<file path="src/sv/ucfp_pkg.sv">
// Package for the command frame processor: character codes, status and
// state types, request struct and small decimal helper functions.
// No dependencies.
package ucfp_pkg;

  localparam int unsigned RX_DEPTH = 32;
  localparam int unsigned ADDR_W   = $clog2(RX_DEPTH);
  localparam int unsigned CNT_W    = $clog2(RX_DEPTH + 1);

  localparam logic [7:0] CH_HASH  = 8'h23;
  localparam logic [7:0] CH_BANG  = 8'h21;
  localparam logic [7:0] CH_PLUS  = 8'h2B;
  localparam logic [7:0] CH_MINUS = 8'h2D;
  localparam logic [7:0] CH_ZERO  = 8'h30;
  localparam logic [7:0] CH_NINE  = 8'h39;
  localparam logic [7:0] CH_UC_C  = 8'h43;
  localparam logic [7:0] CH_UC_D  = 8'h44;
  localparam logic [7:0] CH_UC_E  = 8'h45;
  localparam logic [7:0] CH_UC_M  = 8'h4D;
  localparam logic [7:0] CH_UC_S  = 8'h53;
  localparam logic [7:0] CH_UC_V  = 8'h56;
  localparam logic [7:0] CH_LC_C  = 8'h63;
  localparam logic [7:0] CH_LC_D  = 8'h64;
  localparam logic [7:0] CH_LC_F  = 8'h66;
  localparam logic [7:0] CH_LC_I  = 8'h69;
  localparam logic [7:0] CH_LC_O  = 8'h6F;
  localparam logic [7:0] CH_LC_S  = 8'h73;
  localparam logic [7:0] CH_LC_T  = 8'h74;

  localparam logic [3:0] NEED_SHORT = 4'd5;
  localparam logic [3:0] NEED_M     = 4'd8;
  localparam logic [3:0] NEED_S     = 4'd10;

  typedef enum logic [1:0] {
    ST_OK       = 2'd0,
    ST_FRAMING  = 2'd1,
    ST_CHECKSUM = 2'd2,
    ST_INVALID  = 2'd3
  } status_e;

  typedef enum logic [2:0] {
    C_IDLE,
    C_CMD,
    C_CHK,
    C_SCAN,
    C_DRAIN,
    C_EVAL
  } ctrl_state_e;

  typedef enum logic [1:0] {
    R_IDLE,
    R_PREP,
    R_SUM,
    R_SEND
  } rep_state_e;

  typedef struct packed {
    logic              valid;
    logic              temp;
    logic [7:0]        letter;
    status_e           status;
    logic signed [7:0] value;
    logic signed [7:0] desired;
    logic              verbose;
  } rep_req_t;

  typedef struct packed {
    logic [3:0] d2;
    logic [3:0] d1;
    logic [3:0] d0;
  } digits_t;

  function automatic logic is_digit(logic [7:0] c);
    return (c >= CH_ZERO) && (c <= CH_NINE);
  endfunction

  function automatic logic [7:0] ack_code(status_e st);
    logic [7:0] code;
    unique case (st)
      ST_OK:       code = CH_LC_O;
      ST_FRAMING:  code = CH_LC_F;
      ST_CHECKSUM: code = CH_LC_S;
      default:     code = CH_LC_I;
    endcase
    return code;
  endfunction

  function automatic logic [3:0] div10(logic [6:0] x);
    logic [14:0] p;
    p = 15'(x) * 15'd205;
    return 4'(p >> 11);
  endfunction

  function automatic digits_t dec_digits(logic [7:0] v);
    digits_t    r;
    logic [7:0] rem8;
    logic [6:0] rem;
    if (v >= 8'd200) begin
      r.d2 = 4'd2;
      rem8 = v - 8'd200;
    end else if (v >= 8'd100) begin
      r.d2 = 4'd1;
      rem8 = v - 8'd100;
    end else begin
      r.d2 = 4'd0;
      rem8 = v;
    end
    rem  = rem8[6:0];
    r.d1 = div10(rem);
    r.d0 = 4'(rem - 7'(r.d1) * 7'd10);
    return r;
  endfunction

endpackage

</file>
<file path="src/sv/ucfp_rx_if.sv">
// Receive channel: valid/ready handshake with byte and temperature sample.
// No dependencies.
interface ucfp_rx_if;
  logic              valid;
  logic              ready;
  logic [7:0]        rx_byte;
  logic signed [7:0] current_temp;

  modport source (output valid, output rx_byte, output current_temp, input ready);
  modport sink   (input valid, input rx_byte, input current_temp, output ready);
endinterface

</file>
<file path="src/sv/ucfp_tx_if.sv">
// Reply channel: valid/ready handshake with reply byte and status fields.
// No dependencies.
interface ucfp_tx_if;
  logic              valid;
  logic              ready;
  logic [7:0]        tx_byte;
  logic              last;
  logic [1:0]        status;
  logic signed [7:0] desired_level;
  logic              verbose_flag;

  modport source (output valid, output tx_byte, output last, output status,
                  output desired_level, output verbose_flag, input ready);
  modport sink   (input valid, input tx_byte, input last, input status,
                  input desired_level, input verbose_flag, output ready);
endinterface

</file>
<file path="src/sv/ucfp_ram.sv">
// Generic single write port, single read port RAM with registered read.
// No dependencies.
module ucfp_ram #(
  parameter int unsigned WIDTH = 8,
  parameter int unsigned DEPTH = 32
) (
  input  logic                     clk_i,
  input  logic                     we_i,
  input  logic [$clog2(DEPTH)-1:0] waddr_i,
  input  logic [WIDTH-1:0]         wdata_i,
  input  logic [$clog2(DEPTH)-1:0] raddr_i,
  output logic [WIDTH-1:0]         rdata_o
);

  logic [WIDTH-1:0] mem_q [DEPTH];

  always_ff @(posedge clk_i) begin
    if (we_i) begin
      mem_q[waddr_i] <= wdata_i;
    end
    rdata_o <= mem_q[raddr_i];
  end

endmodule

</file>
<file path="src/sv/ucfp_reply.sv">
// Reply sequencer: builds an acknowledge or temperature reply frame and
// emits it one byte per item through an output register. Uses ucfp_pkg.
module ucfp_reply (
  input  logic              clk_i,
  input  logic              rst_ni,
  input  ucfp_pkg::rep_req_t req_i,
  output logic              busy_o,
  ucfp_tx_if.source         tx
);
  import ucfp_pkg::*;

  rep_state_e        st_q, st_d;
  logic              temp_q, temp_d;
  logic [7:0]        letter_q, letter_d;
  status_e           status_q, status_d;
  logic signed [7:0] value_q, value_d;
  logic signed [7:0] desired_q, desired_d;
  logic              verbose_q, verbose_d;
  logic [7:0]        sign_q, sign_d;
  logic [7:0]        hi_q, hi_d;
  logic [7:0]        lo_q, lo_d;
  digits_t           ck_q, ck_d;
  logic [3:0]        pos_q, pos_d;
  logic              out_v_q, out_v_d;
  logic [7:0]        out_byte_q, out_byte_d;
  logic              out_last_q, out_last_d;
  logic [1:0]        out_status_q, out_status_d;
  logic signed [7:0] out_des_q, out_des_d;
  logic              out_verb_q, out_verb_d;

  logic [7:0] mag;
  logic [6:0] sat;
  logic [3:0] hi_val;
  logic [7:0] sum8;
  logic [3:0] len_m1;
  logic [7:0] cur_byte;

  assign mag    = value_q[7] ? 8'(-value_q) : 8'(value_q);
  assign sat    = (mag > 8'd99) ? 7'd99 : mag[6:0];
  assign hi_val = div10(sat);
  assign sum8   = temp_q ? 8'(letter_q + CH_LC_T + sign_q + hi_q + lo_q)
                         : 8'(CH_UC_E + ack_code(status_q));
  assign len_m1 = temp_q ? 4'd9 : 4'd6;

  always_comb begin
    cur_byte = CH_BANG;
    if (temp_q) begin
      case (pos_q)
        4'd0:    cur_byte = CH_HASH;
        4'd1:    cur_byte = letter_q;
        4'd2:    cur_byte = CH_LC_T;
        4'd3:    cur_byte = sign_q;
        4'd4:    cur_byte = hi_q;
        4'd5:    cur_byte = lo_q;
        4'd6:    cur_byte = CH_ZERO + 8'(ck_q.d2);
        4'd7:    cur_byte = CH_ZERO + 8'(ck_q.d1);
        4'd8:    cur_byte = CH_ZERO + 8'(ck_q.d0);
        default: cur_byte = CH_BANG;
      endcase
    end else begin
      case (pos_q)
        4'd0:    cur_byte = CH_HASH;
        4'd1:    cur_byte = CH_UC_E;
        4'd2:    cur_byte = ack_code(status_q);
        4'd3:    cur_byte = CH_ZERO + 8'(ck_q.d2);
        4'd4:    cur_byte = CH_ZERO + 8'(ck_q.d1);
        4'd5:    cur_byte = CH_ZERO + 8'(ck_q.d0);
        default: cur_byte = CH_BANG;
      endcase
    end
  end

  always_comb begin
    st_d         = st_q;
    temp_d       = temp_q;
    letter_d     = letter_q;
    status_d     = status_q;
    value_d      = value_q;
    desired_d    = desired_q;
    verbose_d    = verbose_q;
    sign_d       = sign_q;
    hi_d         = hi_q;
    lo_d         = lo_q;
    ck_d         = ck_q;
    pos_d        = pos_q;
    out_v_d      = out_v_q;
    out_byte_d   = out_byte_q;
    out_last_d   = out_last_q;
    out_status_d = out_status_q;
    out_des_d    = out_des_q;
    out_verb_d   = out_verb_q;

    if (out_v_q && tx.ready) begin
      out_v_d = 1'b0;
    end

    unique case (st_q)
      R_IDLE: begin
        if (req_i.valid) begin
          temp_d    = req_i.temp;
          letter_d  = req_i.letter;
          status_d  = req_i.status;
          value_d   = req_i.value;
          desired_d = req_i.desired;
          verbose_d = req_i.verbose;
          st_d      = R_PREP;
        end
      end
      R_PREP: begin
        sign_d = value_q[7] ? CH_MINUS : CH_PLUS;
        hi_d   = CH_ZERO + 8'(hi_val);
        lo_d   = CH_ZERO + 8'(sat - 7'(hi_val) * 7'd10);
        st_d   = R_SUM;
      end
      R_SUM: begin
        ck_d  = dec_digits(sum8);
        pos_d = '0;
        st_d  = R_SEND;
      end
      R_SEND: begin
        if (!out_v_q || tx.ready) begin
          out_v_d      = 1'b1;
          out_byte_d   = cur_byte;
          out_last_d   = (pos_q == len_m1);
          out_status_d = status_q;
          out_des_d    = desired_q;
          out_verb_d   = verbose_q;
          pos_d        = pos_q + 4'd1;
          if (pos_q == len_m1) begin
            st_d = R_IDLE;
          end
        end
      end
      default: st_d = R_IDLE;
    endcase
  end

  always_ff @(posedge clk_i or negedge rst_ni) begin
    if (!rst_ni) begin
      st_q    <= R_IDLE;
      out_v_q <= 1'b0;
      pos_q   <= '0;
    end else begin
      st_q    <= st_d;
      out_v_q <= out_v_d;
      pos_q   <= pos_d;
    end
  end

  always_ff @(posedge clk_i) begin
    temp_q       <= temp_d;
    letter_q     <= letter_d;
    status_q     <= status_d;
    value_q      <= value_d;
    desired_q    <= desired_d;
    verbose_q    <= verbose_d;
    sign_q       <= sign_d;
    hi_q         <= hi_d;
    lo_q         <= lo_d;
    ck_q         <= ck_d;
    out_byte_q   <= out_byte_d;
    out_last_q   <= out_last_d;
    out_status_q <= out_status_d;
    out_des_q    <= out_des_d;
    out_verb_q   <= out_verb_d;
  end

  assign busy_o           = (st_q != R_IDLE) || out_v_q;
  assign tx.valid         = out_v_q;
  assign tx.tx_byte       = out_byte_q;
  assign tx.last          = out_last_q;
  assign tx.status        = out_status_q;
  assign tx.desired_level = out_des_q;
  assign tx.verbose_flag  = out_verb_q;

  a_req_when_free: assert property (@(posedge clk_i) disable iff (!rst_ni)
    req_i.valid |-> (st_q == R_IDLE) && !out_v_q)
    else $error("reply request while sequencer busy");

  a_pos_bound: assert property (@(posedge clk_i) disable iff (!rst_ni)
    (st_q == R_SEND) |-> (pos_q <= len_m1))
    else $error("reply position beyond frame length");

  a_last_ends_send: assert property (@(posedge clk_i) disable iff (!rst_ni)
    (out_v_q && out_last_q) |-> (st_q != R_SEND))
    else $error("closing byte out while still sending");

endmodule

</file>
<file path="src/sv/uart_command_frame_processor_top.sv">
// Top level of the command frame processor: receive store in RAM, frame
// checker sequencer, reply sequencer. Uses ucfp_pkg, ucfp_ram, ucfp_reply.
//
//   channel | dir | handshake       | payload
//   rx      | in  | valid/ready     | rx_byte, current_temp
//   tx      | out | valid/ready     | tx_byte, last, status, desired_level, verbose_flag
//
// A '!' that closes a frame of the right length reads the store (need-1 reads on
// one RAM read port); the reply sequencer then prepares the reply in its R_PREP and
// R_SUM states and sends it as 7 or 10 reply items.
// rx.ready stays low from a '!' that draws a reply until the whole reply has been taken.
// Reset clears the fill count, start flag, desired level and verbose mode;
// the store needs no clearing pass. A stalled tx holds the reply.
module uart_command_frame_processor_top (
  input  logic      clk_i,
  input  logic      rst_ni,
  ucfp_rx_if.sink   rx,
  ucfp_tx_if.source tx
);
  import ucfp_pkg::*;

  ctrl_state_e       state_q, state_d;
  logic [CNT_W-1:0]  fill_q, fill_d;
  logic              seen_q, seen_d;
  logic [ADDR_W-1:0] spos_q, spos_d;
  logic [ADDR_W-1:0] fs_q, fs_d;
  logic [CNT_W-1:0]  end_q, end_d;
  logic signed [7:0] temp_q, temp_d;
  logic signed [7:0] desired_q, desired_d;
  logic              verbose_q, verbose_d;
  logic [7:0]        cmd_q, cmd_d;
  logic [3:0]        need_q, need_d;
  logic [3:0]        iss_q, iss_d;
  logic              pend_v_q, pend_v_d;
  logic [3:0]        pend_off_q, pend_off_d;
  logic [7:0]        sum_q, sum_d;
  logic [7:0]        dig2_q, dig2_d;
  logic [7:0]        dig1_q, dig1_d;
  logic [7:0]        dig0_q, dig0_d;
  logic [7:0]        sgn_q, sgn_d;
  logic [7:0]        m1_q, m1_d;
  logic [7:0]        m0_q, m0_d;

  logic              accept;
  logic              ram_we;
  logic [ADDR_W-1:0] ram_raddr;
  logic [7:0]        ram_rdata;
  logic              rep_busy;
  rep_req_t          rep_req;
  logic [3:0]        need_dec;
  logic [9:0]        ck_val;
  logic [6:0]        m_val;
  logic              ck_ok;
  logic              m_ok;

  assign accept   = rx.valid && rx.ready;
  assign rx.ready = (state_q == C_IDLE) && !rep_busy;
  assign ram_we   = accept && (fill_q < CNT_W'(RX_DEPTH));

  assign ck_val = 10'(dig2_q[3:0]) * 10'd100 + 10'(dig1_q[3:0]) * 10'd10
                + 10'(dig0_q[3:0]);
  assign ck_ok  = is_digit(dig2_q) && is_digit(dig1_q) && is_digit(dig0_q)
                && (ck_val == {2'b00, sum_q});
  assign m_val  = 7'(m1_q[3:0]) * 7'd10 + 7'(m0_q[3:0]);
  assign m_ok   = is_digit(m1_q) && is_digit(m0_q);

  always_comb begin
    unique case (ram_rdata)
      CH_UC_C, CH_UC_D, CH_UC_V: need_dec = NEED_SHORT;
      CH_UC_M:                   need_dec = NEED_M;
      CH_UC_S:                   need_dec = NEED_S;
      default:                   need_dec = '0;
    endcase
  end

  ucfp_ram #(
    .WIDTH (8),
    .DEPTH (RX_DEPTH)
  ) u_store (
    .clk_i   (clk_i),
    .we_i    (ram_we),
    .waddr_i (fill_q[ADDR_W-1:0]),
    .wdata_i (rx.rx_byte),
    .raddr_i (ram_raddr),
    .rdata_o (ram_rdata)
  );

  ucfp_reply u_reply (
    .clk_i  (clk_i),
    .rst_ni (rst_ni),
    .req_i  (rep_req),
    .busy_o (rep_busy),
    .tx     (tx)
  );

  always_comb begin
    state_d    = state_q;
    fill_d     = fill_q;
    seen_d     = seen_q;
    spos_d     = spos_q;
    fs_d       = fs_q;
    end_d      = end_q;
    temp_d     = temp_q;
    desired_d  = desired_q;
    verbose_d  = verbose_q;
    cmd_d      = cmd_q;
    need_d     = need_q;
    iss_d      = iss_q;
    pend_v_d   = 1'b0;
    pend_off_d = pend_off_q;
    sum_d      = sum_q;
    dig2_d     = dig2_q;
    dig1_d     = dig1_q;
    dig0_d     = dig0_q;
    sgn_d      = sgn_q;
    m1_d       = m1_q;
    m0_d       = m0_q;
    ram_raddr  = fs_q + ADDR_W'(iss_q);
    rep_req    = '0;

    if (pend_v_q) begin
      if (pend_off_q <= need_q - 4'd4) begin
        sum_d = sum_q + ram_rdata;
      end
      if (pend_off_q == need_q - 4'd3) dig2_d = ram_rdata;
      if (pend_off_q == need_q - 4'd2) dig1_d = ram_rdata;
      if (pend_off_q == need_q - 4'd1) dig0_d = ram_rdata;
      if (pend_off_q == 4'd2) sgn_d = ram_rdata;
      if (pend_off_q == 4'd3) m1_d = ram_rdata;
      if (pend_off_q == 4'd4) m0_d = ram_rdata;
    end

    unique case (state_q)
      C_IDLE: begin
        if (accept) begin
          if (fill_q < CNT_W'(RX_DEPTH)) begin
            fill_d = fill_q + CNT_W'(1);
            if ((rx.rx_byte == CH_HASH) && !seen_q) begin
              seen_d = 1'b1;
              spos_d = fill_q[ADDR_W-1:0];
            end
          end
          if (rx.rx_byte == CH_BANG) begin
            fill_d = '0;
            seen_d = 1'b0;
            spos_d = '0;
            fs_d   = spos_q;
            end_d  = fill_q;
            temp_d = rx.current_temp;
            if (seen_q && (CNT_W'(spos_q) < fill_q)) begin
              if (CNT_W'(spos_q) + CNT_W'(1) == fill_q) begin
                rep_req.valid  = 1'b1;
                rep_req.status = ST_INVALID;
              end else begin
                state_d = C_CMD;
              end
            end
          end
        end
      end
      C_CMD: begin
        ram_raddr = fs_q + ADDR_W'(1);
        state_d   = C_CHK;
      end
      C_CHK: begin
        cmd_d  = ram_rdata;
        need_d = need_dec;
        if (need_dec == '0) begin
          rep_req.valid  = 1'b1;
          rep_req.status = ST_INVALID;
          state_d        = C_IDLE;
        end else if ((end_q - CNT_W'(fs_q)) != CNT_W'(need_dec)) begin
          rep_req.valid  = 1'b1;
          rep_req.status = ST_FRAMING;
          state_d        = C_IDLE;
        end else begin
          sum_d   = ram_rdata;
          iss_d   = 4'd2;
          state_d = C_SCAN;
        end
      end
      C_SCAN: begin
        pend_v_d   = 1'b1;
        pend_off_d = iss_q;
        iss_d      = iss_q + 4'd1;
        if (iss_q == need_q - 4'd1) begin
          state_d = C_DRAIN;
        end
      end
      C_DRAIN: begin
        state_d = C_EVAL;
      end
      C_EVAL: begin
        rep_req.valid  = 1'b1;
        rep_req.status = ST_OK;
        state_d        = C_IDLE;
        if (!ck_ok) begin
          rep_req.status = ST_CHECKSUM;
        end else begin
          unique case (cmd_q)
            CH_UC_C: begin
              rep_req.temp   = 1'b1;
              rep_req.letter = CH_LC_C;
              rep_req.value  = temp_q;
            end
            CH_UC_D: begin
              rep_req.temp   = 1'b1;
              rep_req.letter = CH_LC_D;
              rep_req.value  = desired_q;
            end
            CH_UC_M: begin
              if (m_ok) begin
                desired_d = (sgn_q == CH_MINUS) ? -$signed({1'b0, m_val})
                                                : $signed({1'b0, m_val});
              end else begin
                rep_req.status = ST_INVALID;
              end
            end
            CH_UC_V: verbose_d = !verbose_q;
            default: rep_req.status = ST_OK;
          endcase
        end
      end
      default: state_d = C_IDLE;
    endcase

    rep_req.desired = desired_d;
    rep_req.verbose = verbose_d;
  end

  always_ff @(posedge clk_i or negedge rst_ni) begin
    if (!rst_ni) begin
      state_q   <= C_IDLE;
      fill_q    <= '0;
      seen_q    <= 1'b0;
      spos_q    <= '0;
      desired_q <= '0;
      verbose_q <= 1'b0;
      pend_v_q  <= 1'b0;
    end else begin
      state_q   <= state_d;
      fill_q    <= fill_d;
      seen_q    <= seen_d;
      spos_q    <= spos_d;
      desired_q <= desired_d;
      verbose_q <= verbose_d;
      pend_v_q  <= pend_v_d;
    end
  end

  always_ff @(posedge clk_i) begin
    fs_q       <= fs_d;
    end_q      <= end_d;
    temp_q     <= temp_d;
    cmd_q      <= cmd_d;
    need_q     <= need_d;
    iss_q      <= iss_d;
    pend_off_q <= pend_off_d;
    sum_q      <= sum_d;
    dig2_q     <= dig2_d;
    dig1_q     <= dig1_d;
    dig0_q     <= dig0_d;
    sgn_q      <= sgn_d;
    m1_q       <= m1_d;
    m0_q       <= m0_d;
  end

  a_fill_bound: assert property (@(posedge clk_i) disable iff (!rst_ni)
    fill_q <= CNT_W'(RX_DEPTH))
    else $error("fill count beyond store depth");

  a_end_clears: assert property (@(posedge clk_i) disable iff (!rst_ni)
    (accept && (rx.rx_byte == CH_BANG)) |=> (fill_q == '0) && !seen_q)
    else $error("store not cleared after frame end");

  a_scan_bound: assert property (@(posedge clk_i) disable iff (!rst_ni)
    (state_q == C_SCAN) |-> (iss_q < need_q) && (CNT_W'(fs_q) + CNT_W'(iss_q) < end_q))
    else $error("store read beyond frame");

endmodule
</file>
<file path="src/flat_wrapper.sv">
// flat-port wrapper written by rule: the top's interface ports become plain ports
module uart_command_frame_processor_top_flat import ucfp_pkg::*;
  (clk_i, rst_ni, rx_valid, rx_rx_byte, rx_current_temp, rx_ready, tx_valid, tx_tx_byte, tx_last, tx_status, tx_desired_level, tx_verbose_flag, tx_ready);
  ucfp_rx_if rx_i ();
  ucfp_tx_if tx_i ();
  input  logic clk_i;
  input  logic rst_ni;
  input wire logic [$bits(rx_i.valid)-1:0] rx_valid;
  input wire logic [$bits(rx_i.rx_byte)-1:0] rx_rx_byte;
  input wire logic [$bits(rx_i.current_temp)-1:0] rx_current_temp;
  output wire logic [$bits(rx_i.ready)-1:0] rx_ready;
  output wire logic [$bits(tx_i.valid)-1:0] tx_valid;
  output wire logic [$bits(tx_i.tx_byte)-1:0] tx_tx_byte;
  output wire logic [$bits(tx_i.last)-1:0] tx_last;
  output wire logic [$bits(tx_i.status)-1:0] tx_status;
  output wire logic [$bits(tx_i.desired_level)-1:0] tx_desired_level;
  output wire logic [$bits(tx_i.verbose_flag)-1:0] tx_verbose_flag;
  input wire logic [$bits(tx_i.ready)-1:0] tx_ready;
  assign rx_i.valid = rx_valid;
  assign rx_i.rx_byte = rx_rx_byte;
  assign rx_i.current_temp = rx_current_temp;
  assign rx_ready = rx_i.ready;
  assign tx_valid = tx_i.valid;
  assign tx_tx_byte = tx_i.tx_byte;
  assign tx_last = tx_i.last;
  assign tx_status = tx_i.status;
  assign tx_desired_level = tx_i.desired_level;
  assign tx_verbose_flag = tx_i.verbose_flag;
  assign tx_i.ready = tx_ready;
  uart_command_frame_processor_top u_core (.clk_i(clk_i), .rst_ni(rst_ni), .rx(rx_i), .tx(tx_i));
endmodule
</file>
<file path="config.mk">
export PLATFORM = sky130hd
export DESIGN_NAME = uart_command_frame_processor_top_flat
export DESIGN_NICKNAME = d
export VERILOG_FILES = /design/src/sv/ucfp_pkg.sv /design/src/sv/ucfp_rx_if.sv /design/src/sv/ucfp_tx_if.sv /design/src/sv/ucfp_ram.sv /design/src/sv/ucfp_reply.sv /design/src/sv/uart_command_frame_processor_top.sv /design/src/flat_wrapper.sv
export SDC_FILE = /design/constraint.sdc
export NUM_CORES = 1
export LEC_CHECK = 0
export BUFFER_PORTS_ARGS = -buffer_cell sky130_fd_sc_hd__buf_2
export CAP_MARGIN = 20
export CORE_ASPECT_RATIO = 1.5
export CORE_MARGIN = 10
export CORE_UTILIZATION = 35
export DETAILED_ROUTE_END_ITERATION = 6
export PLACE_DENSITY_LB_ADDON = 0.08
export SLEW_MARGIN = 20
export SYNTH_ARGS = -nofsm -noshare
export SYNTH_HDL_FRONTEND = slang
export SYNTH_HIERARCHICAL = 1
export SYNTH_SLANG_ARGS = --single-unit
export TNS_END_PERCENT = 30
</file>
<file path="constraint.sdc">
create_clock -name clk_i -period 7.75 [get_ports clk_i]
set_input_delay 0 -clock clk_i [delete_from_list [all_inputs] [get_ports clk_i]]
set_output_delay 0 -clock clk_i [all_outputs]
set_load 0.01 [all_outputs]
</file>
### Word-level counts from Yosys, hierarchy flattened

Memories as Yosys holds them, arrays and structs flattened. A register that Yosys moved wholly into a read port is not among the register bits.
Index checks and enable logic that the tools add are counted.

| word-level totals | value |
|---|---|
| bits in registers | 211 |
| memory bits (writable) | 256 |
| bits of input ports | 20 |
| logic and storage cells | 273 |
| memories | 1 |

| cells by class | value |
|---|---|
| add/subtract/negate cells | 31 |
| multipliers | 7 |
| magnitude comparators | 16 |
| equal/unequal tests | 51 |
| muxes and demuxes | 78 |
| reduce and logical (&&, ||, !) cells | 48 |

Memories:

| memory | words | bits a word | rd ports | clocked after memory_dff | write ports | RTL line | source |
|---|---|---|---|---|---|---|---|
| u_core.u_store.mem_q | 32 | 8 | 1 | 1 | 1 | ucfp_ram.sv:15 | `logic [WIDTH-1:0] mem_q [DEPTH];` |

Operators by type and width:

| cell | count |
|---|---|
| 2-to-1 mux 8 bit | 13 |
| == test 8 x 7 -> 1 bit (second input constant) | 9 |
| case mux 8 bit (9 select lines) | 1 |
| case mux 8 bit (6 select lines) | 1 |
| >= comparator 8 x 6 -> 1 bit (second input constant) | 5 |
| <= comparator 8 x 6 -> 1 bit (second input constant) | 5 |
| adder 8 bit | 4 |
| multiplier 7 x 8 -> 15 bit (second input constant) | 2 |
| adder 6 x 4 -> 7 bit (first input constant) | 4 |
| 2-to-1 mux 7 bit | 4 |
| == test 8 x 6 -> 1 bit (second input constant) | 3 |
| 2-to-1 mux 2 bit | 12 |
| 2-to-1 mux 3 bit | 7 |
| == test 4 x 3 -> 1 bit (second input constant) | 5 |
| == test 4 bit | 5 |
| 2-to-1 mux 1 bit | 20 |
| 2-to-1 mux 5 bit | 4 |
| AND reduction 2 bit | 10 |
| case mux 9 bit (2 select lines) | 1 |
| == test 4 x 2 -> 1 bit (second input constant) | 4 |
| 2-to-1 mux 4 bit | 4 |
| case mux 4 bit (2 select lines) | 2 |
| case mux 8 bit (2 select lines) | 1 |
| logical AND 1 bit | 15 |
| other kinds (59) | 90 |

### Longest topological paths before layout

| logic depth | value |
|---|---|
| depth after elaboration | 12 |
| mapped depth | 38 |
| gate-level depth less buffers | 38 |

### Modules after synthesis

Netlist, hierarchy kept.

By module, submodules not included:

| module | instances | cells an instance | area an instance (um^2) | sequential area each (um^2) |
|---|---|---|---|---|
| ucfp_ram | 1 | 417 | 10053.4 | 7847.5 |
| uart_command_frame_processor_top | 1 | 625 | 7131.8 | 3368.2 |
| ucfp_reply | 1 | 660 | 6880.3 | 2337.2 |

### Worst setup path before layout

OpenSTA, ideal clock, no wires.

| timing | value |
|---|---|
| path kind | reg2reg |
| start | reg u_core.u_reply.sign_q[1] |
| end | reg u_core/u_reply/ck_q[3] (netlist name), data pin |
| setup time | 0.269 ns |
| arrival time | 8.260 ns |
| data required time | 7.481 ns |
| setup slack | -0.780 ns |
| stages on the path, launching flop included | 37 |
| path buffers | 0 |
| clock period less this slack | 8.530 ns |
| cells stage by stage | edfxtp_1 > inv_1 > fa_1 > fa_1 > fa_1 > inv_1 > ha_1 > fa_1 > a21oi_1 > ha_1 > inv_1 > a221oi_1 > or3_4 > nand2b_1 > nand2_1 > xnor2_1 > mux2i_1 > ha_1 > inv_1 > fa_1 > inv_1 > ha_1 > inv_1 > fa_1 > inv_1 > ha_1 > a21o_1 > a21o_1 > a21o_1 > a21o_1 > o21ba_2 > xnor2_1 > ha_1 > inv_1 > fa_1 > xnor2_1 > xor3_1 |

| between the ends | value |
|---|---|
| longest elaborated chain between the ends | 11 |
| elaborated cells on any way between the ends | 14 |
| those cells by class | add/sub: 6; mul: 2; order compare: 2; mux: 4 |

RTL lines:

| what | RTL line | source |
|---|---|---|
| from (decl) | ucfp_reply.sv:19 | `logic [7:0] sign_q, sign_d;` |
| from (signal assigned) | ucfp_reply.sv:157 | `sign_q <= sign_d;` |
| adder 8 bit * (3 in series) | ucfp_reply.sv:41 | `assign sum8 = temp_q ? 8'(letter_q + CH_LC_T + sign_q + hi_q + lo_q)` |
| 2-to-1 mux 8 bit * | ucfp_reply.sv:41 |  |
| subtractor 7 bit or >= comparator 8 x 7 -> 1 bit (tied branches) | ucfp_pkg.sv:103, ucfp_pkg.sv:101 |  |
| 2-to-1 mux 7 bit | ucfp_pkg.sv:101 | `end else if (v >= 8'd100) begin` |
| 2-to-1 mux 7 bit * | ucfp_pkg.sv:98 | `if (v >= 8'd200) begin` |
| 2-to-1 mux 7 bit * | ucfp_reply.sv:97 | `unique case (st_q)` |
| multiplier 7 x 8 -> 15 bit | ucfp_pkg.sv:90 | `p = 15'(x) * 15'd205;` |
| multiplier 4 x 3 -> 3 bit | ucfp_pkg.sv:110 | `r.d0 = 4'(rem - 7'(r.d1) * 7'd10);` |
| subtractor 4 bit * | ucfp_pkg.sv:110 |  |
| to (signal assigned) | ucfp_reply.sv:160 | `ck_q <= ck_d;` |
| to (decl) | ucfp_reply.sv:22 | `digits_t ck_q, ck_d;` |

Every way passes the cells marked *; elsewhere a longest branch is shown, timed or not. The select of a mux whose other input is x is not followed.
A chain may end at the register's enable or synchronous reset.

### Worst setup path in the final report

| timing | value |
|---|---|
| start | reg u_core.u_reply.letter_q[1] |
| end | reg u_core/u_reply/ck_q[3] (netlist name), data pin |

| between the ends | value |
|---|---|
| longest elaborated chain between the ends | 12 |
| elaborated cells on any way between the ends | 15 |
| those cells by class | add/sub: 7; mul: 2; order compare: 2; mux: 4 |

RTL lines:

| what | RTL line | source |
|---|---|---|
| from (decl) | ucfp_reply.sv:14 | `logic [7:0] letter_q, letter_d;` |
| from (signal assigned) | ucfp_reply.sv:152 | `letter_q <= letter_d;` |
| adder 8 x 7 -> 8 bit * | ucfp_reply.sv:41 |  |
| adder 8 bit * (3 in series) | ucfp_reply.sv:41 |  |
| 2-to-1 mux 8 bit * | ucfp_reply.sv:41 |  |
| subtractor 7 bit or >= comparator 8 x 7 -> 1 bit (tied branches) | ucfp_pkg.sv:103, ucfp_pkg.sv:101 |  |
| 2-to-1 mux 7 bit | ucfp_pkg.sv:101 |  |
| 2-to-1 mux 7 bit * | ucfp_pkg.sv:98 |  |
| 2-to-1 mux 7 bit * | ucfp_reply.sv:97 |  |
| multiplier 7 x 8 -> 15 bit | ucfp_pkg.sv:90 |  |
| multiplier 4 x 3 -> 3 bit | ucfp_pkg.sv:110 |  |
| subtractor 4 bit * | ucfp_pkg.sv:110 |  |

Marks and branches as above.

==> flow_summary.rst <==
.. list-table::
   :header-rows: 1

   * - Metric
     - Value
   * - Run status
     - complete, but fails checks
   * - Failing checks
     - negative setup slack
   * - Antenna cell count
     - 0
   * - Launch point of the worst path
     - u_core/u_reply/letter_q[1]
   * - Total Power
     - 6.30 mW
   * - Number of violations reported at the end of detailed-routing iteration 0
     - 786
   * - Most numerous cell on the critical path
     - inv_1
   * - Number of flip-flops and latches in the synthesized netlist
     - 462
   * - Via total after detailed routing
     - 14.1k
   * - Level count of the clock H-tree
     - 2
   * - Via count of the first global-routing pass
     - 15.0k
   * - Placed wire-length estimate
     - 41.9 mm
   * - Data required time of the critical path
     - 8.07 ns
   * - Count of pins over their slew limit
     - 0
   * - Die Area
     - 79,900 sq um
   * - Post-detailed-route count of antenna-violating nets
     - 0
   * - Least-Margin Pin Slew
     - 1.04 ns
   * - Most frequent cells in the layout
     - edfxtp_1 (414), ha_1 (181), inv_1 (140)
   * - Area of the multi-input gates
     - 9990 sq um
   * - Count of buffering cells on the critical path with inverters included
     - 9
   * - Fill cell instance count of the final layout
     - 6,401
   * - Number of flops mapped to enable cells by yosys
     - 414
   * - DRC
     - 0
   * - Max reg flops
     - 256
   * - Clock input transition at the sequential cells of the worst setup and hold paths
     - 0.06 ns
   * - Ys async rst share
     - 6.93%
   * - Width of the die
     - 234 microns
   * - Cell class contributing the biggest share of worst-path delay
     - adder cells
   * - Wire per inst
     - 20.6 microns
   * - Area delta synth->final
     - 15.5%
   * - TritonCTS clock tree
     - built
   * - Critical Path Slowest Stage Cell
     - fa_1
   * - Global Route Usage Sum
     - 14.5%
   * - Distinct cell type count after synthesis
     - 93
   * - Count of port buffers added during placement
     - 41
   * - Count of yosys warnings during synthesis
     - 6
   * - Largest net degree at the start of global routing
     - 37
   * - Floorplan row count
     - 117
   * - Register ranked first by flip-flop count
     - u_core/u_store/mem_q
   * - Critical path launch point type
     - flop
   * - Gate count of the mapped netlist
     - 1,702
   * - Maximum count of clock buffers along a single path
     - 3
   * - Number of ports placed on the die boundary
     - 42
   * - First-pass GRT wire length
     - 88.6 mm
   * - Max Cap Viol
     - 0
   * - Worst slew margin
     - 30.2%
   * - Top flip-flop cell by instance count after synthesis
     - edfxtp_1
   * - P_leak
     - 10.7 nW
   * - Registers with the highest flip-flop counts
     - u_core/u_store/mem_q: 256 flops, u_core/u_reply/ck_q: 10 flops
   * - Clk_lat worst skew
     - 0.59 ns
   * - Critical path arrival
     - 8.42 ns
   * - Hold Vio Cnt, Final
     - 0
   * - Layout cells sized above 1
     - 20.1%
   * - Number of detailed-routing iterations run before antenna repair
     - 5
   * - Die Span Y
     - 341 microns
   * - Final-layout worst hold slack
     - 0.112 ns
   * - Total of endpoints with negative setup slack in the final report
     - 3
   * - Total number of nets in the final design
     - 2,087
   * - Initial Util
     - 35.4%
   * - Final Wtd Congestion
     - 0.807
   * - Portion of the clock cycle consumed by the worst path in the final layout
     - 105%
   * - Number of sinks driven by the clock tree
     - 462
   * - Most frequent standard cell in the layout excluding fill and tap cells
     - edfxtp_1
   * - Class of the most critical setup path
     - reg2reg
   * - Fraction of the yosys area taken by sequential cells
     - 56.3%
   * - Placeable core region
     - 68,100 sq um
   * - Top cell type by total area after synthesis
     - edfxtp_1
   * - Worst Slack Setup Final
     - -0.354 ns
   * - Kind of end point of the critical path
     - flop
   * - Peak VDD IR
     - 0.000177 V
   * - Proportion of netlist area held by the largest area contributor
     - 51.7%
   * - Total clock buffers created by CTS
     - 48
   * - WL final
     - 57.1 mm
   * - Synthesized area
     - 24,100 sq um
   * - GRT overflow
     - 0
   * - Biggest area contributors in the synthesized netlist
     - edfxtp_1 (52%), ha_1 (9.8%), mux4_2 (7.5%)
   * - Total power density per cell area
     - 227 nW/um^2
   * - Largest stage delay on the critical path
     - 0.50 ns
   * - Post-layout minimum cycle time
     - 8.10 ns
   * - Post-synthesis average cell area
     - 14.1 sq um
   * - Maximum fanout along the worst path
     - 4
   * - Initial antenna violation count
     - 0
   * - Startpoint of the most critical hold path
     - rx_valid
   * - Reg-to-reg startpoint
     - u_core/u_reply/letter_q[1]
   * - Max Clock Skew
     - 0.0183 ns
   * - Root buffer cell
     - clkbuf_16
   * - Area occupied by registers
     - 13,600 sq um
   * - Type of the tightest min-delay check
     - in2reg
   * - Via-to-Cell Ratio
     - 5.09
   * - Upper clock frequency limit
     - 123 MHz
   * - Setup repair after global routing missed its margin
     - yes
-- Yosys cell counts (all sizes together) (7+ instances only) --
library cell	count
or2	12
nor3b	7
nor2b	19
a31oi	8
mux4	80
a22oi	16
xnor2	60
mux2	26
ha	188
inv	146
nor4	9
nand3	31
dfrtp	32
nor3	22
o31ai	8
nand2b	22
a21o	16
nand4	13
edfxtp	414
nor2	107
mux2i	10
dfxtp	16
nand3b	12
nand2	75
fa	35
a21oi	52
o21ai	57
buf	23
xor2	25
and2	8
and3	11
clkbuf	24
nor4b	8
-- layer usage --
| metal | vias to the layer above | track usage, % | part of all wire [%] |
|---|---|---|---|
| met5 | - | 0 | 0 |
| met4 | 0 | 5.90 | 3.7 |
| met3 | 97 | 1.99 | 2.8 |
| met2 | 203 | 27.7 | 56 |
| met1 | 7128 | 15.4 | 37 |
| li1 | 6685 | - | - |
-- metrics by stage --
step	worst slack, ns	util, %	TNS [ns]	instance area, sq um	std cells
2_1_floorplan	-0.271	-	-0.274	24200	1704
3_3_place_gp	-0.494	37.9	-1.17	25800	2662
3_5_place_dp	-0.608	37.9	-1.63	25800	2662
4_1_cts	-0.360	40.7	-0.473	27700	2768
5_1_grt	-0.719	40.8	-2.58	27800	2772
6_report	-0.354	40.8	-0.473	27800	2772
-- power breakdown --
group / switching (mW) / internal, mW
registers: 0.131 / 2.87
clock network: 0.950 / 1.39
logic: 0.595 / 0.365
-- worst paths after layout --
kind	slack (ns)	cells past startpoint	end
max	-0.35	36	u_core/u_reply/ck_q[3]
max reg2reg	-0.35	36	u_core/u_reply/ck_q[3]
min in group asynchronous	0.14	2	u_core/pend_v_q
max in group asynchronous	7.02	2	u_core/desired_q[0]
min reg2reg	0.42	0	u_core/u_reply/tx.desired_level[7]
min	0.11	4	u_core/fill_q[4]
-- kinds of logic after synthesis --
logic type	after synthesis	share of synthesized area (%)
mux	116	9.29
other cells	1	0.0156
flops	462	56.3
fa+ha+maj	223	12.7
simple gates	394	8.81
compound gates	225	6.30
xor+xnor	88	3.38
buf+inv	193	3.21
-- what timing repair did --
item,4_1_cts,5_1_grt
gates resized for setup,19,11
setup endpoints to repair,6,9
buffers inserted,2,3
hold buffers,18,0
pin swaps,6,4
hold endpoints to repair,298,0
-- area by class of cell --
type / instances / share of cell area, %
clock buffer: 70 / 4.92
clock inverter: 16 / 0.793
inverter: 146 / 1.97
multi-input combinational: 1049 / 35.9
sequential: 462 / 48.8
tap: 892 / 4.02
timing repair buffer: 137 / 3.58
-- tightest hold or removal path, cell delays in order --
cell and delay [ns]:
buf_2 0.08, nand2_1 0.30, nand2_1 0.19, o21ai_0 0.08
(Power assumes the default switching activity.)
